$ cat config.mk
export PLATFORM = sky130hd
export DESIGN_NAME = triangle_wave_channel
export DESIGN_NICKNAME = d
export VERILOG_FILES = /design/src/tri_pkg.sv /design/src/tri_core.sv /design/src/triangle_wave_channel.sv
export SDC_FILE = /design/constraint.sdc
export NUM_CORES = 1
export LEC_CHECK = 0
export BUFFER_PORTS_ARGS = -buffer_cell sky130_fd_sc_hd__buf_2
export CAP_MARGIN = 20
export CORE_UTILIZATION = 50
export CTS_BUF_LIST = sky130_fd_sc_hd__clkbuf_4 sky130_fd_sc_hd__clkbuf_8
export CTS_CLUSTER_DIAMETER = 150
export DETAILED_ROUTE_END_ITERATION = 8
export PLACE_DENSITY = 0.7
export SLEW_MARGIN = 20
export SYNTH_ARGS = -nofsm -noshare
export SYNTH_HDL_FRONTEND = slang
export SYNTH_SLANG_ARGS = --single-unit
$ cat constraint.sdc
create_clock -name clk -period 3.75 [get_ports clk]
set_clock_uncertainty 0.2 [all_clocks]
set_input_delay 0.375 -clock clk [delete_from_list [all_inputs] [get_ports clk]]
set_output_delay 0.375 -clock clk [all_outputs]
set_load 0.02 [all_outputs]
$ cat src/tri_pkg.sv
// ----------------------------------------------------------------------------
// tri_pkg
// Shared types, opcodes and lookup tables for the triangle wave channel.
// ----------------------------------------------------------------------------
package tri_pkg;

    typedef enum logic [2:0] {
        OP_REG_WRITE  = 3'd0,
        OP_ENABLE     = 3'd1,
        OP_TIMER      = 3'd2,
        OP_LINEAR_CLK = 3'd3,
        OP_LENGTH_CLK = 3'd4,
        OP_STATUS     = 3'd5,
        OP_UNUSED6    = 3'd6,
        OP_UNUSED7    = 3'd7
    } opcode_t;

    localparam logic [1:0] ADDR_LINEAR = 2'd0;
    localparam logic [1:0] ADDR_UNUSED = 2'd1;
    localparam logic [1:0] ADDR_PER_LO = 2'd2;
    localparam logic [1:0] ADDR_PER_HI = 2'd3;

    localparam int PERIOD_W = 11;
    localparam int TIMER_W  = 12;

    typedef struct packed {
        logic [7:0] write_value;
        logic [1:0] reg_address;
        opcode_t    opcode;
    } item_t;

    // standard length-counter load table
    function automatic logic [7:0] length_lookup(input logic [4:0] idx);
        logic [7:0] v;
        unique case (idx)
            5'd0:  v = 8'd10;  5'd1:  v = 8'd254; 5'd2:  v = 8'd20;  5'd3:  v = 8'd2;
            5'd4:  v = 8'd40;  5'd5:  v = 8'd4;   5'd6:  v = 8'd80;  5'd7:  v = 8'd6;
            5'd8:  v = 8'd160; 5'd9:  v = 8'd8;   5'd10: v = 8'd60;  5'd11: v = 8'd10;
            5'd12: v = 8'd14;  5'd13: v = 8'd12;  5'd14: v = 8'd26;  5'd15: v = 8'd14;
            5'd16: v = 8'd12;  5'd17: v = 8'd16;  5'd18: v = 8'd24;  5'd19: v = 8'd18;
            5'd20: v = 8'd48;  5'd21: v = 8'd20;  5'd22: v = 8'd96;  5'd23: v = 8'd22;
            5'd24: v = 8'd192; 5'd25: v = 8'd24;  5'd26: v = 8'd72;  5'd27: v = 8'd26;
            5'd28: v = 8'd16;  5'd29: v = 8'd28;  5'd30: v = 8'd32;  5'd31: v = 8'd30;
            default: v = 8'd10;
        endcase
        return v;
    endfunction

    // 0..15 rising, then 15..0 falling
    function automatic logic [3:0] wave_lookup(input logic [4:0] s);
        return s[4] ? ~s[3:0] : s[3:0];
    endfunction

endpackage

$ cat src/tri_core.sv
// ----------------------------------------------------------------------------
// tri_core
// Channel state registers and the per-word update; returns the result
// (level and status) as it stands after the word.
// ----------------------------------------------------------------------------
module tri_core (
    input  logic           clk,
    input  logic           rst_n,
    input  logic           fire,
    input  tri_pkg::item_t item,
    output logic [3:0]     sample_next,
    output logic           active_next
);

    logic [6:0]                   linear_reload_reg, linear_reload_next;
    logic                         control_reg, control_next;
    logic [tri_pkg::PERIOD_W-1:0] period_reg, period_next;
    logic [tri_pkg::TIMER_W-1:0]  timer_reg, timer_next;
    logic [4:0]                   step_reg, step_next;
    logic [7:0]                   length_reg, length_next;
    logic [6:0]                   linear_reg, linear_next;
    logic                         reload_reg, reload_next;
    logic                         enable_reg, enable_next;
    logic                         on_reg, on_next;
    logic [3:0]                   level_reg, level_next;

    logic                         running;
    logic [tri_pkg::TIMER_W-1:0]  period_ext;

    assign running    = (linear_reg != 7'd0) && (length_reg != 8'd0) && on_reg;
    assign period_ext = {1'b0, period_reg};

    always_comb
    begin
        linear_reload_next = linear_reload_reg;
        control_next       = control_reg;
        period_next        = period_reg;
        timer_next         = timer_reg;
        step_next          = step_reg;
        length_next        = length_reg;
        linear_next        = linear_reg;
        reload_next        = reload_reg;
        enable_next        = enable_reg;
        on_next            = on_reg;
        level_next         = level_reg;

        unique case (item.opcode)
            tri_pkg::OP_REG_WRITE:
            begin
                unique case (item.reg_address)
                    tri_pkg::ADDR_LINEAR:
                    begin
                        linear_reload_next = item.write_value[6:0];
                        control_next       = item.write_value[7];
                    end
                    tri_pkg::ADDR_PER_LO:
                        period_next = {period_reg[10:8], item.write_value};
                    tri_pkg::ADDR_PER_HI:
                    begin
                        period_next = {item.write_value[2:0], period_reg[7:0]};
                        length_next = tri_pkg::length_lookup(item.write_value[7:3]);
                        reload_next = 1'b1;
                        if (enable_reg)
                            on_next = 1'b1;
                    end
                    default: ;
                endcase
            end
            tri_pkg::OP_ENABLE:
            begin
                enable_next = item.write_value[0];
                if (!item.write_value[0])
                    on_next = 1'b0;
            end
            tri_pkg::OP_TIMER:
            begin
                if (running)
                begin
                    if (period_reg <= 11'd1)
                    begin
                        // ultrasonic period: park at mid level
                        level_next = 4'd7;
                        step_next  = 5'd7;
                    end
                    else if (timer_reg <= 12'd1)
                    begin
                        level_next = tri_pkg::wave_lookup(step_reg);
                        step_next  = step_reg + 5'd1;
                        timer_next = (timer_reg == 12'd0) ? period_ext : period_ext + 12'd1;
                    end
                    else
                        timer_next = timer_reg - 12'd1;
                end
            end
            tri_pkg::OP_LINEAR_CLK:
            begin
                if (reload_reg)
                    linear_next = linear_reload_reg;
                else if (linear_reg != 7'd0)
                    linear_next = linear_reg - 7'd1;
                if (!control_reg)
                    reload_next = 1'b0;
            end
            tri_pkg::OP_LENGTH_CLK:
            begin
                if (!control_reg && length_reg != 8'd0)
                    length_next = length_reg - 8'd1;
            end
            default: ;
        endcase
    end

    assign sample_next = level_next;
    assign active_next = (length_next != 8'd0) && on_next;

    always_ff @(posedge clk or negedge rst_n)
    begin
        if (!rst_n)
        begin
            linear_reload_reg <= '0;
            control_reg       <= 1'b0;
            period_reg        <= '0;
            timer_reg         <= '0;
            step_reg          <= '0;
            length_reg        <= tri_pkg::length_lookup(5'd0);
            linear_reg        <= '0;
            reload_reg        <= 1'b1;
            enable_reg        <= 1'b0;
            on_reg            <= 1'b0;
            level_reg         <= '0;
        end
        else if (fire)
        begin
            linear_reload_reg <= linear_reload_next;
            control_reg       <= control_next;
            period_reg        <= period_next;
            timer_reg         <= timer_next;
            step_reg          <= step_next;
            length_reg        <= length_next;
            linear_reg        <= linear_next;
            reload_reg        <= reload_next;
            enable_reg        <= enable_next;
            on_reg            <= on_next;
            level_reg         <= level_next;
        end
    end

endmodule

$ cat src/triangle_wave_channel.sv
// ----------------------------------------------------------------------------
// triangle_wave_channel
// Triangle sound channel driven by a stream of operation words.
// ----------------------------------------------------------------------------
// Each input word is one operation (register write, enable write, timer
// cycle, linear clock, length clock, status read) and produces exactly one
// output word carrying the held level and the active bit after that
// operation. A word is captured in an input register, applied to the channel
// state when it moves on and lands in the output register, so the result is
// on m_tdata once the output register loads; one word is taken every cycle
// while the output side accepts, and only m_tready can hold the flow.
// The output register decouples the sides: while a result waits for m_tready
// the input register still holds one more word before s_tready drops.
// ----------------------------------------------------------------------------
module triangle_wave_channel (
    input  logic        clk,
    input  logic        rst_n,
    input  logic        s_tvalid,
    output logic        s_tready,
    input  logic [15:0] s_tdata,   // [2:0] opcode, [4:3] reg_address, [12:5] write_value
    output logic        m_tvalid,
    input  logic        m_tready,
    output logic [7:0]  m_tdata    // [3:0] sample, [4] active
);

    logic           in_valid_reg;
    tri_pkg::item_t in_item_reg;
    logic           out_valid_reg;
    logic [3:0]     sample_reg;
    logic           active_reg;

    logic           advance;     // input register moves into the output register
    logic [3:0]     sample_next;
    logic           active_next;

    assign advance  = in_valid_reg && (!out_valid_reg || m_tready);
    assign s_tready = !in_valid_reg || advance;

    tri_core u_core (
        .clk         (clk),
        .rst_n       (rst_n),
        .fire        (advance),
        .item        (in_item_reg),
        .sample_next (sample_next),
        .active_next (active_next)
    );

    // input stage
    always_ff @(posedge clk or negedge rst_n)
    begin
        if (!rst_n)
            in_valid_reg <= 1'b0;
        else if (s_tready)
            in_valid_reg <= s_tvalid;
    end

    always_ff @(posedge clk)
    begin
        if (s_tready && s_tvalid)
            in_item_reg <= tri_pkg::item_t'(s_tdata[12:0]);
    end

    // result stage
    always_ff @(posedge clk or negedge rst_n)
    begin
        if (!rst_n)
            out_valid_reg <= 1'b0;
        else if (advance)
            out_valid_reg <= 1'b1;
        else if (m_tready)
            out_valid_reg <= 1'b0;
    end

    always_ff @(posedge clk)
    begin
        if (advance)
        begin
            sample_reg <= sample_next;
            active_reg <= active_next;
        end
    end

    assign m_tvalid = out_valid_reg;
    assign m_tdata  = {3'b000, active_reg, sample_reg};

endmodule

**Word level (Yosys, flattened, before mapping)**

Memory sizes are Yosys's and may differ from the RTL's. A register that Yosys moved wholly into a read port is not among the register bits.
Index checks and enable logic that the tools add are counted.

- Bitwise logic cells: 4
- Reduce and logical (&&, ||, !) cells: 29
- Eq/ne operators: 8
- Mux-type cells: 25
- $add $sub $neg: 5
- $lt $le $gt $ge: 2

Operators by type and width:

| kind | number |
|---|---|
| $mux 12 | 2 |
| $pmux 11 s2 | 1 |
| $mux 4 | 5 |
| $reduce_and 4->1 | 5 |
| $mux 8 | 2 |
| $pmux 8 s2 | 1 |
| $reduce_bool 8->1 | 2 |
| $mux 5 | 3 |
| $mux 7 | 2 |
| $add 11x1->12 const B | 1 |
| $le 12x1->1 const B | 1 |
| $logic_not 12->1 | 1 |
| $sub 12x1->12 const B | 1 |
| $le 11x1->1 const B | 1 |
| $reduce_bool 2->1 | 4 |
| $sub 8x1->8 const B | 1 |
| $mux 1 | 7 |
| $reduce_bool 7->1 | 1 |
| $sub 7x1->7 const B | 1 |
| $eq 3x2->1 const B | 2 |
| $logic_and 1x1->1 | 6 |
| $reduce_and 3->1 | 2 |
| $add 5x1->5 const B | 1 |
| $eq 2x2->1 const B | 2 |
| 12 further kinds | 18 |

- Bits in registers: 78
- Logic and storage cells: 93
- ROM bits: 224
- Input port bits: 20
- Output and inout port bits: 10
- Memories kept: 1

Memories:

| memory | depth | bits a word | rd ports | clocked after Yosys merged registers in | write ports | line | source |
|---|---|---|---|---|---|---|---|
| (name not given) | 32 | 7 | 1 | 1 | 0 | tri_pkg.sv:35 | `unique case (idx)` |

**Logic depth before layout (Yosys ltp)**

Gate-level depths: netlist (run 1).

- Depth in word-level cells: 6
- Gate-level depth with buffers: 10
- Gate-level depth less buffers: 9

**Modules after synthesis**

Synthesis (run 1) repeated with hierarchy kept, for this count alone.

- Cells, all modules: 472
- Area total of the unflattened synthesis: 4648.2 µm²

Modules (own cells, without submodules):

| module | cells each | sequential area each (µm²) | area each (µm²) | times used |
|---|---|---|---|---|
| tri_core | 441 | 1455.1 | 3970.1 | 1 |
| triangle_wave_channel | 31 | 590.6 | 678.2 | 1 |

**Least setup slack after synthesis (run 1)**

No wires, ideal clock.

- Kind: flip-flop to flip-flop
- Start point: register out_valid_reg (netlist: m_tvalid)
- End point: register with a tool-made name
- Buffers on the path: 1
- Required time: 3.414 ns
- Library setup time: 0.136 ns
- Arrival: 2.466 ns
- Clock period less this slack: 2.802 ns
- Path slack: 0.948 ns
- Stages on the path, launching flop included: 10
- Path through: dfrtp_1 -> and3b_1 -> clkbuf_1 -> clkinv_1 -> nand2_1 -> mux2i_1 -> inv_1 -> ha_1 -> a2111oi_0 -> a211oi_1

RTL lines:

| element | line | source |
|---|---|---|
| from (decl) | triangle_wave_channel.sv:28 | `logic out_valid_reg;` |
| from (signal assigned) | triangle_wave_channel.sv:67 | `out_valid_reg <= 1'b0;` |
| from (signal assigned) | triangle_wave_channel.sv:69 | `out_valid_reg <= 1'b1;` |
| from (signal assigned) | triangle_wave_channel.sv:71 | `out_valid_reg <= 1'b0;` |

==> metrics.md, run 1 <==
| Metric | Value |
|---|---|
| Die Ht | `101.7 µm` |
| CP Cell Sequence | `and3b_1 > clkinv_1 > nand2_1 > mux2i_1 > inv_1 > ha_1 > a2111oi_0 > a211oi_1` |
| Min cycle time layout | `2.932 ns` |
| Buffers on Ports | `23` |
| Synth area leader | `dfrtp_1` |
| Sequential fraction of the synthesis area | `0.4401` |
| Final Hold Fails | `0` |
| Max reg flops | `13` |
| P&R area growth vs syn | `12.59%` |
| Status | `completed` |
| Clock transition at path regs | `0.10 ns` |
| I/O Pins | `30` |
| Routed WL | `11500 µm` |
| Synth top cells by count | `dfrtp_1 (57), nand2_1 (40), nor2_1 (38), o21ai_0 (29), a21oi_1 (23)` |
| Power Dens Cells | `534.8 nW/µm²` |
| Worst Path Arrival | `2.96 ns` |
| Post-layout util | `0.5775` |
| Register share of total power | `0.445` |
| Post-synth EDFFs | `18` |
| CORE AREA | `9684 µm²` |
| Synth top area cells | `dfrtp_1 (29%), edfxtp_1 (11%), mux2_2 (4.5%)` |
| Share of cells above drive strength 1 | `0.1504` |
| CTS buffer count | `9` |
| Initial antenna violation count | `0` |
| F_max | `341.0 MHz` |
| Crit end category | `flop` |
| CTS resizes | `0` |
| Die X | `101.7 µm` |
| Avg Vias per Cell | `6.166` |
| CP top delay family | `compound AO/OA/AOI/OAI gates` |
| Syn Area/Cell | `9.702 µm²` |
| Root Buffer | `clkbuf_8` |
| Vias in the first global route | `3881` |
| Die area | `10340 µm²` |
| Setup TNS | `0 ns` |
| Fin area | `5593 µm²` |
| Leakage power | `2.271 nW` |
| Async SR Flop Fraction | `0.7059` |
| Critical path required time | `3.77 ns` |
| Cells after Synth | `512` |
| Hold Path Class | `in -> reg` |
| Dpl cell area | `5214 µm²` |
| Synth unique cells | `76` |
| Max clock buf depth | `2` |
| Hpwl dp | `8025 µm` |
| Starting Density | `0.5129` |
| Slew Limit Fails | `0` |
| Sink Count | `85` |
| Global Route Usage Sum | `0.2365` |
| Drt first pass iters | `5` |
| CTS tree | `done` |
| Pin count of the biggest net entering global routing | `42` |
| Max VDD drop | `0.2110 mV` |
| # setup viols final | `0` |
| Starting DRT DRC Count | `334` |
| Period utilization | `0.7820` |
| Htree depth | `3` |
| # Post-CTS Setup Buffers | `0` |
| Nets | `582` |
| Most common cell in the netlist | `dfrtp_1` |
| Global-route wire length before repair | `19020 µm` |
| Net Sw Power | `0.001091 W` |
| Clock power share | `0.245` |
| Flops & latches, synth | `85` |
| Buf+Inv Stages, Crit Path | `2` |
| Rows | `36` |
| DR WL/cell | `16.79 µm` |
| Mapped Area | `4967 µm²` |
| Kind of critical path | `reg -> reg` |
| Measured slew at the worst slew-check pin | `1.076 ns` |
| Antenna viol nets, final | `0` |
| Yosys top cell area share | `0.2872` |
| Slew margin rel. | `0.2821` |
| RSZ-0062 raised after global routing | `no` |
| CP max-delay cell | `mux2i_1` |
| Diodes inserted | `0` |
| P_int | `0.001900 W` |
| DR vias | `4224` |
| Max Fanout on Critical Path | `10` |
| Largest stage delay on the critical path | `0.50 ns` |
| Final RePlAce weighted congestion | `0.8761` |
| Part of the power in combinational logic | `0.310` |
| Synthesis Warnings | `0` |
| Overflow after GRT | `0` |
| Switching Fraction | `0.3648` |
| Main synth FF type | `dfrtp_1` |
| Max-cap violations | `0` |
| Insertion delay to the later sink of the worst-skew pair | `0.37 ns` |
| DRC | `0` |
| Nature of the critical path startpoint | `flop` |
[logic make-up after synthesis]
logic type | synth area share
muxes | 0.05743
other | 0.0007549
adders and majority gates | 0.03778
DFF | 0.4401
buffers and inverters | 0.03652
and+or+nand+nor | 0.2086
AOI/OAI and AO/OA | 0.2048
xor gates and xnor gates | 0.01410
[placed cells by master (no fill, tap or decap), types with 6 or more instances in the layout]
master,instances
dfrtp_1,57
nand4_1,10
and2_1,6
edfxtp_1,18
nand3_1,21
buf_2,23
nor4_1,10
dfxtp_1,7
o211ai_1,9
a21oi_1,23
or4_1,6
a32oi_1,6
a211oi_1,6
mux2i_1,6
nor2_1,38
a22oi_1,6
nand2_1,40
clkbuf_8,9
or3_1,8
o21ai_0,29
dlygate4sd3_1,13
buf_4,9
nor3_1,12
ha_1,15
mux2_2,20
a2bb2oi_1,6
inv_1,17
o22a_1,7
[path summary, 6_finish.rpt]
path | from | end | slack, ns | cells after the start
min reg2reg | in_valid_reg$_DFFE_PN0N_ | m_tvalid$_DFFE_PN0P_ | 0.30 | 1
max | m_tvalid$_DFFE_PN0P_ | flop | 0.82 | 8
min in group asynchronous | rst_n | u_core.level_reg[0]$_DFFE_PN0P_ | 0.30 | 2
min | s_tdata[11] | in_item_reg[11]$_DFFE_PP_ | 0.02 | 1
max in group asynchronous | rst_n | u_core.period_reg[7]$_DFFE_PN0P_ | 2.38 | 3
max reg2reg | m_tvalid$_DFFE_PN0P_ | flop | 0.82 | 8
[cell type report]
type | count | area [µm²]
tap | 133 | 166.4
inverter | 19 | 71.32
timing repair buffer | 46 | 340.3
clock inverter | 7 | 97.59
sequential | 85 | 2186
fill | 830 | 4091
clock buffer | 9 | 123.9
multi-input combinational | 386 | 2608
[per-stage QoR]
step | instances | hold slack [ns] | setup WS, ns | power [W]
after detailed placement | 655 | 0.2789 | 0.7445 | 0.002242
after global routing | 685 | 0.01351 | 0.6448 | 0.003179
final | 685 | 0.02467 | 0.8175 | 0.002991
after CTS | 684 | 0.01151 | 0.8856 | 0.002993
after global placement | 655 | 0.2677 | 0.8306 | 0.002209
after floorplan | 514 | -0.1206 | 0.9483 | 0.001985
[layer usage]
layer | track usage | part of all wire | vias up
met5 | 0 | 0 | -
met4 | 0.07692 | 0.013 | 0
met3 | 0.03451 | 0.044 | 15
met2 | 0.3753 | 0.47 | 128
met1 | 0.3329 | 0.48 | 2054
li1 | - | - | 2027
[power by group through the flow]
stage          combinational [W]  sequential, W  clock [W]
6_report                0.000926        0.00133   0.000733
5_1_grt                  0.00103        0.00136   0.000788
4_1_cts                 0.000915        0.00133   0.000752
3_5_place_dp            0.000898        0.00134          0
3_3_place_gp            0.000875        0.00133          0
2_1_floorplan           0.000718        0.00127          0
[what timing repair did]
| action | 4_1_cts | 5_1_grt |
|---|---|---|
| setup endpoints to repair | 0 | 0 |
| hold buffers | 13 | 0 |
| endpoints found under the hold margin | 49 | 0 |
Power figures use the tool's default switching activity.
==> inputs of run 2 (changes only) <==
--- a/config.mk
+++ b/config.mk
@@ -11,7 +11,7 @@
 export CTS_BUF_LIST = sky130_fd_sc_hd__clkbuf_4 sky130_fd_sc_hd__clkbuf_8
 export CTS_CLUSTER_DIAMETER = 150
 export DETAILED_ROUTE_END_ITERATION = 8
-export PLACE_DENSITY = 0.7
+export PLACE_DENSITY = 0.72
 export SLEW_MARGIN = 20
 export SYNTH_ARGS = -nofsm -noshare
 export SYNTH_HDL_FRONTEND = slang
==> constraint.sdc (replaced) <==
create_clock -name clk -period 2.6 [get_ports clk]
set_clock_uncertainty 0.2 [all_clocks]
set_input_delay 0.26 -clock clk [delete_from_list [all_inputs] [get_ports clk]]
set_output_delay 0.26 -clock clk [all_outputs]
set_load 0.02 [all_outputs]
==> metrics.md, run 2 (synthesis gave the netlist of run 1 again) <==
| Metric | Value |
|---|---|
| Starting Density | `0.5129 (unchanged)` |
| Vias in the first global route | `3879 (was 3881)` |
| Post-layout util | `0.6059 (was 0.5775)` |
| DR WL/cell | `16.48 µm (was 16.79 µm)` |
| Max clock buf depth | `2 (unchanged)` |
| Setup TNS | `0 ns (unchanged)` |
| Antenna viol nets, final | `0 (unchanged)` |
| Drt first pass iters | `5 (unchanged)` |
| Clock transition at path regs | `0.09 ns (was 0.10 ns)` |
| Hold Path Class | `in -> reg (unchanged)` |
| Die X | `101.7 µm (unchanged)` |
| CTS buffer count | `9 (unchanged)` |
| Starting DRT DRC Count | `266 (was 334)` |
| Global-route wire length before repair | `19130 µm (was 19020 µm)` |
| Setup WS pre-CTS | `0.002948 ns (was 0.7445 ns)` |
| Nature of the critical path startpoint | `flop (unchanged)` |
| # setup viols final | `0 (unchanged)` |
| Htree depth | `3 (unchanged)` |
| I/O Pins | `30 (unchanged)` |
| Diodes inserted | `0 (unchanged)` |
| Crit end category | `flop (unchanged)` |
| Root Buffer | `clkbuf_8 (unchanged)` |
| Measured slew at the worst slew-check pin | `0.7467 ns (was 1.076 ns)` |
| Die Ht | `101.7 µm (unchanged)` |
| CTS tree | `done (unchanged)` |
| Global Route Usage Sum | `0.2405 (was 0.2365)` |
| F_max | `400.5 MHz (was 341.0 MHz)` |
| Share of cells above drive strength 1 | `0.2113 (was 0.1504)` |
| Max-cap violations | `0 (unchanged)` |
| Buffers on Ports | `23 (unchanged)` |
| Max reg flops | `13 (unchanged)` |
| Hold slack final | `0.08032 ns (was 0.02467 ns)` |
| CORE AREA | `9684 µm² (unchanged)` |
| Sink Count | `85 (unchanged)` |
| Overflow after GRT | `0 (unchanged)` |
| Tot Pwr | `0.004522 W (was 0.002991 W)` |
| Routed WL | `11790 µm (was 11500 µm)` |
| Worst Path Arrival | `2.42 ns (was 2.96 ns)` |
| Rows | `36 (unchanged)` |
| Initial antenna violation count | `0 (unchanged)` |
| Leakage power | `2.421 nW (was 2.271 nW)` |
| Avg Vias per Cell | `5.992 (was 6.166)` |
| Final RePlAce weighted congestion | `0.9416 (was 0.8761)` |
| Final Hold Fails | `0 (unchanged)` |
| Slew Limit Fails | `0 (unchanged)` |
| DR vias | `4284 (was 4224)` |
| Max Fanout on Critical Path | `3 (was 10)` |
| Max VDD drop | `0.3340 mV (was 0.2110 mV)` |
| Kind of critical path | `reg -> reg (unchanged)` |
| Status | `completed (unchanged)` |
| Setup ws final | `0.1031 ns (was 0.8175 ns)` |
| Commonest non-fill, non-tap cell in the layout | `dfrtp_1 (unchanged)` |
| Nets | `612 (was 582)` |
| Critical path required time | `2.53 ns (was 3.77 ns)` |
| Insertion delay to the later sink of the worst-skew pair | `0.38 ns (was 0.37 ns)` |
| P&R area growth vs syn | `18.14% (was 12.59%)` |
| Hpwl dp | `8349 µm (was 8025 µm)` |
| Slew margin rel. | `0.5017 (was 0.2821)` |
| Period utilization | `0.9603 (was 0.7820)` |
| RSZ-0062 raised after global routing | `no (unchanged)` |
| Commonest cells after routing, fill and taps aside | `dfrtp_1 (57), nand2_1 (40), nor2_1 (38) (unchanged)` |
| Die area | `10340 µm² (unchanged)` |
| Fillers | `823 (was 830)` |
| Power Dens Cells | `770.6 nW/µm² (was 534.8 nW/µm²)` |
| Min cycle time layout | `2.497 ns (was 2.932 ns)` |
| DRC | `0 (unchanged)` |
| Pin count of the biggest net entering global routing | `40 (was 42)` |
## run 2: cell count changes in the layout (fill, tap and decap cells not counted), sizes merged
cell,change
inv,-2
dlygate4sd3,+2
clkbuf,+3
bufinv,-1
buf,+28
## run 2: final cells by class
type                            count  area, µm²  area share
Timing Repair Buffer               76      575.6     0.09808
Clock inverter                      4      46.29    0.007889
Multi-Input combinational cell    386       2663      0.4537
Sequential cell                    85       2186      0.3725
Tap cell                          133      166.4     0.02836
Clock buffer                       12      158.9     0.02708
Inverter                           19      72.57     0.01237
## run 2: timing repair
item	4_1_cts	5_1_grt
buffers inserted	0	3
endpoints found under the hold margin	35	0
hold buffers	15	0
pin swaps	0	7
gates resized for setup	2	13
setup endpoints to repair	1	16
## run 2: critical path, cell delays in order (launching register included)
cell	delay (ns)
dfrtp_1	0.39
or4_4	0.57
or4_4	0.43
a221o_1	0.35
a2111oi_4	0.19
a31oi_1	0.11
## run 2: power by group
part | internal [W] | switching, W | total (W)
registers | 0.00162 | 0.000263 | 0.00188
logic | 0.000783 | 0.000871 | 0.00165
clock network | 0.000503 | 0.000484 | 0.000987
## run 2: stage by stage
step	std cells	instance area (µm²)
after floorplan	514	4980
after global placement	681	5439
after detailed placement	681	5439
after CTS	712	5799
after global routing	715	5868
final	715	5868
## run 2: path summary, 6_finish.rpt
kind	startpoint	endpoint	slack [ns]	cells past startpoint
worst max-delay path	u_core.control_reg$_DFFE_PN0P_	active_reg$_DFFE_PP_	0.10	5
worst min-delay path	s_tvalid	in_valid_reg$_DFFE_PN0N_	0.08	3
worst max register to register	u_core.control_reg$_DFFE_PN0P_	active_reg$_DFFE_PP_	0.10	5
worst min register to register	in_valid_reg$_DFFE_PN0N_	m_tvalid$_DFFE_PN0P_	0.30	1
max in group asynchronous	rst_n	u_core.reload_reg$_DFFE_PN1P_	1.35	3
min in group asynchronous	rst_n	u_core.step_reg[2]$_DFFE_PN0P_	0.20	2
## run 2: per-layer routing
layer  vias up  share of wire  global-route usage  wire length (µm)
met1      2059           0.47              0.3305              5527
met5         -              0                   0                 0
met2       125           0.47              0.3831              5548
met3        16          0.045             0.04141               528
met4         0          0.015             0.08584               182
li1       2084              -                   -                 -
